===== config.mk =====
export PLATFORM = sky130hd
export DESIGN_NAME = rrpp_div
export DESIGN_NICKNAME = d
export VERILOG_FILES = /design/src/rrpp_pkg.sv /design/src/rrpp_div.sv
export SDC_FILE = /design/constraint.sdc
export NUM_CORES = 1
export LEC_CHECK = 0
export BUFFER_PORTS_ARGS = -buffer_cell sky130_fd_sc_hd__buf_2
export CORE_MARGIN = 5
export CORE_UTILIZATION = 55
export CTS_CLUSTER_DIAMETER = 200
export DETAILED_ROUTE_END_ITERATION = 6
export PLACE_DENSITY = 0.72
export SLEW_MARGIN = 40
export SYNTH_ARGS = -nofsm -noshare
export SYNTH_HDL_FRONTEND = slang
export SYNTH_SLANG_ARGS = --single-unit

===== constraint.sdc =====
create_clock -name clk -period 12.81 [get_ports clk]
set_input_delay 0.6405 -clock clk [delete_from_list [all_inputs] [get_ports clk]]
set_output_delay 0.6405 -clock clk [all_outputs]
set_load 0.01 [all_outputs]

===== src/rrpp_pkg.sv =====
package rrpp_pkg;

  localparam int ANG_W      = 16;
  localparam int DEN_W      = 9;
  localparam int PHASE_W    = 15;
  localparam int DIV_W      = 24;
  localparam int DIV_STEP   = 4;
  localparam int DIV_STAGES = DIV_W / DIV_STEP;
  localparam int N_TERMS    = 7;
  localparam int QS_LAT     = 2 + 3 * N_TERMS + 2;
  localparam int PIPE_LAT   = 5 + DIV_STAGES + 1 + QS_LAT + 2;

  localparam logic [PHASE_W-1:0] QTR_TURN    = 15'd16384;
  localparam logic [30:0]        HALF_PI_Q30 = 31'd1686629713;
  localparam logic [30:0]        ONE_Q30     = 31'd1073741824;
  localparam logic [15:0]        TRIG_SCALE  = 16'd65535;
  localparam logic [17:0]        RECIP_100   = 18'd167773;
  localparam logic [9:0]         ARC_SCALE   = 10'd628;

  typedef enum logic [3:0] {
    SEG_TOP_R  = 4'd0,
    ARC_TR     = 4'd1,
    SEG_RIGHT  = 4'd2,
    ARC_BR     = 4'd3,
    SEG_BOTTOM = 4'd4,
    ARC_BL     = 4'd5,
    SEG_LEFT   = 4'd6,
    ARC_TL     = 4'd7,
    SEG_TOP_L  = 4'd8
  } seg_t;

  typedef struct packed {
    logic       bad;
    logic       is_arc;
    logic [9:0] px;
    logic [9:0] py;
    logic [1:0] quad;
    logic [7:0] rad;
  } side_t;

endpackage


===== src/rrpp_div.sv =====
module rrpp_div import rrpp_pkg::*; (
  input  logic               clk,
  input  logic               en,
  input  logic [DIV_W-1:0]   num_in,
  input  logic [DEN_W-1:0]   den_in,
  output logic [PHASE_W-1:0] quo_out
);

  logic [DIV_W-1:0] num_w [DIV_STAGES+1];
  logic [DIV_W-1:0] quo_w [DIV_STAGES+1];
  logic [DEN_W:0]   rem_w [DIV_STAGES+1];
  logic [DEN_W-1:0] den_w [DIV_STAGES+1];

  assign num_w[0] = num_in;
  assign quo_w[0] = '0;
  assign rem_w[0] = '0;
  assign den_w[0] = den_in;

  for (genvar s = 0; s < DIV_STAGES; s++) begin : g_stg
    logic [DIV_W-1:0] num_nxt, quo_nxt, num_r, quo_r;
    logic [DEN_W:0]   rem_nxt, rem_r;
    logic [DEN_W-1:0] den_r;

    always_comb begin
      num_nxt = num_w[s];
      quo_nxt = quo_w[s];
      rem_nxt = rem_w[s];
      for (int j = 0; j < DIV_STEP; j++) begin
        rem_nxt = {rem_nxt[DEN_W-1:0], num_nxt[DIV_W-1]};
        num_nxt = {num_nxt[DIV_W-2:0], 1'b0};
        if (rem_nxt >= {1'b0, den_w[s]}) begin
          rem_nxt = rem_nxt - {1'b0, den_w[s]};
          quo_nxt = {quo_nxt[DIV_W-2:0], 1'b1};
        end else begin
          quo_nxt = {quo_nxt[DIV_W-2:0], 1'b0};
        end
      end
    end

    always_ff @(posedge clk) begin
      if (en) begin
        num_r <= num_nxt;
        quo_r <= quo_nxt;
        rem_r <= rem_nxt;
        den_r <= den_w[s];
      end
    end

    assign num_w[s+1] = num_r;
    assign quo_w[s+1] = quo_r;
    assign rem_w[s+1] = rem_r;
    assign den_w[s+1] = den_r;
  end

  assign quo_out = quo_w[DIV_STAGES][PHASE_W-1:0];

endmodule


==> results.ini <==
[status]
status=completed

[route]
drtIter0Drc=977
route.detailed.drc=0
viasPerCell=5.98
num_vias=12400
wirelength_um=36100
postRouteAntennaNets=0
wl_per_cell_um=17.5
drt_pass1_iterations=5

[min_path]
hp-class=in2reg
whs_endpoint=g_stg[0].num_r[13]$_DFFE_PP_
hold_depth=1
hold_start=num_in[9]

[clock_network]
clkSinkCount=186
cts_tree=built
insertion_delay_ns=0.45
cts_buffers=17
clk_pin_slew_worst_paths_ns=0.08
post_cts_buffers=0
clockBufferDepth=2
cts_resized=0
htreeDepth=4
postCtsHoldBufs=0
root_buffer=clkbuf_16

[die]
dieWidth_um=182
fp-row-count=63
dieArea_mm2=0.0332
die_y_um=182
start_util_pct=55.4
ios=50
coreArea_mm2=0.0295

[timing]
rsz0062_at_grt=false
setup_tns_ns=0
tightest_slew_ns=0.765
hold_violations=0
fmax_mhz=99.4
slew_viol_final=0
layout_setup_ws_ns=2.75
clock_skew_ns=0.00813
min_period_ns=10.06
slew_headroom_pct=49.0
finalSetupViolCount=0
min_period_over_period_pct=78.6

[synthesis]
synthArstFlopShare_pct=0
synthMuxAreaShare_pct=9.23
yosys_warnings=0
synth-simple-area-share_pct=10.6
ys_types=80
synth-adder-area-share_pct=18.7
synth_edf_count=186
syn_inst=1607
netlist_area_mm2=0.0163
synth-seq-cells=186
synth_xor_area_share_pct=6.65
syn_area_per_cell_um2=10.2
ys.flop_type=edfxtp_1
syn_nets=1873
synth_top_family_by_area=adder cells
synth_compound_area_share_pct=16.7
ys_seq_area_share_pct=34.2

[global_route]
grt_overflow_total=0
grt_pass1_vias=11700
antenna_found_initial=0
grt_pass1_wl_um=59100
grt_use_total_pct=21.8
grt_max_degree=127

[critical_path]
rr_startpoint=g_stg[0].den_r[0]$_DFFE_PP_
critPathRequiredTime_ns=13.01
cp-end-kind=flip-flop
crit_slowest_cell=mux2i_2
r2r_cells=32
worstSetupPathType=reg2reg
r2r_slack_ns=2.75
slowest_delay_ns=0.61
worstReg2RegEnd=g_stg[1].rem_r[4]$_DFFE_PP_
arrival_ns=10.27
start_kind=flip-flop
path_max_fanout=13

[layout]
mostFrequentLayoutCells=209 x ha_1, 186 x edfxtp_1, 146 x inv_1
area_growth_pct=8.39
nNetsFinal=1930
fin_util_pct=60.0
drive_gt1_share_pct=13.0
layout_commonest_cell=ha_1
diodes=0

[placed_design]
io_buffers=49
gp_congestion=0.884
place_ws_ns=2.89
hpwl_um=27800

[job]
cap_violations=0

[final cells by class]
class                           instances  area [um2]
Tap cell                              390         488
Inverter                              148         556
Fill cell                            2471       11800
Clock buffer                           17         425
Clock inverter                         15         205
Timing Repair Buffer                   54         300
Sequential cell                       186        5590
Multi-Input combinational cell       1257       10100
[stage by stage]
step                area [um2]  cells  hold WS, ns
floorplan                16300   1607        0.400
global placement         17000   2034        0.401
detailed placement       17000   2035        0.405
CTS                      17700   2067        0.337
global route             17700   2067        0.341
finish                   17700   2067        0.362
[Yosys cell counts (5+ instances only)]
cell / number / area, um2
a21oi_1: 117 / 586
o31a_1: 6 / 52.6
o21ai_0: 79 / 395
and3_1: 8 / 50.1
xnor2_1: 75 / 657
a21o_1: 58 / 435
o2111ai_1: 7 / 61.3
o41ai_1: 5 / 43.8
clkbuf_1: 10 / 37.5
nand3_1: 19 / 95.1
o21a_1: 21 / 158
mux2i_1: 27 / 270
nor3_1: 24 / 120
a21boi_0: 11 / 82.6
a211oi_1: 12 / 90.1
edfxtp_1: 186 / 5590
ha_1: 209 / 2620
mux2_2: 100 / 1130
o31ai_1: 16 / 120
nor2_1: 115 / 432
o211ai_1: 8 / 60.1
a221o_1: 7 / 70.1
o21bai_1: 9 / 67.6
and2_1: 13 / 81.3
inv_1: 146 / 548
nand2b_1: 19 / 119
nand2_1: 66 / 248
fa_1: 22 / 440
xor2_1: 49 / 429
nand4_1: 30 / 188
nor2b_1: 27 / 169
or3_1: 8 / 50.1
or2_2: 8 / 50.1
o22ai_1: 7 / 43.8
a31oi_1: 14 / 87.6
[flip-flops by register name (all words and copies together) (netlist names)]
signal and flops:
g_stg.num_r 60, g_stg.den_r 45, g_stg.quo_r 36, g_stg.rem_r 45
[critical path: cells and delay by family, from the launching register on]
kind	cells	cell delay [ns]
AO/OA/AOI/OAI	16	4.30
buffers and inverters	2	0.30
AND/OR/NAND/NOR	4	0.87
adder cells (fa/ha/maj)	5	1.79
multiplexers	5	2.04
flip-flops	1	0.50
[cell families after synthesis]
| logic type | Yosys count |
|---|---|
| AND/OR/NAND/NOR | 353 |
| AO/OA/AOI/OAI | 415 |
| multiplexers | 134 |
| adder cells (fa/ha/maj) | 231 |
| buffers and inverters | 164 |
| flip-flops | 186 |
| XOR/XNOR | 124 |
[how the worst max path moves through the flow]
stage	to	from	slack (ns)	depth (start not counted)
after floorplan	g_stg[1].rem_r[1]$_DFFE_PP_	g_stg[0].num_r[23]$_DFFE_PP_	4.10	34
after global placement	g_stg[1].rem_r[4]$_DFFE_PP_	g_stg[0].den_r[0]$_DFFE_PP_	2.97	32
after detailed placement	g_stg[1].rem_r[4]$_DFFE_PP_	g_stg[0].den_r[0]$_DFFE_PP_	2.89	32
after CTS	g_stg[1].rem_r[4]$_DFFE_PP_	g_stg[0].den_r[0]$_DFFE_PP_	2.82	32
after global routing	g_stg[1].rem_r[4]$_DFFE_PP_	g_stg[0].den_r[0]$_DFFE_PP_	2.02	32
final	g_stg[1].rem_r[4]$_DFFE_PP_	g_stg[0].den_r[0]$_DFFE_PP_	2.75	32
[per-layer routing]
metal,track usage [%],routed length [um],up-vias
met5,0,0,-
met1,30.2,16900,5900
li1,-,-,6111
met4,5.79,689,0
met2,35.8,17000,302
met3,3.31,1530,51
Power is not shown: default switching activity piles up to over one toggle a cycle in this logic, so the estimate is an artifact.
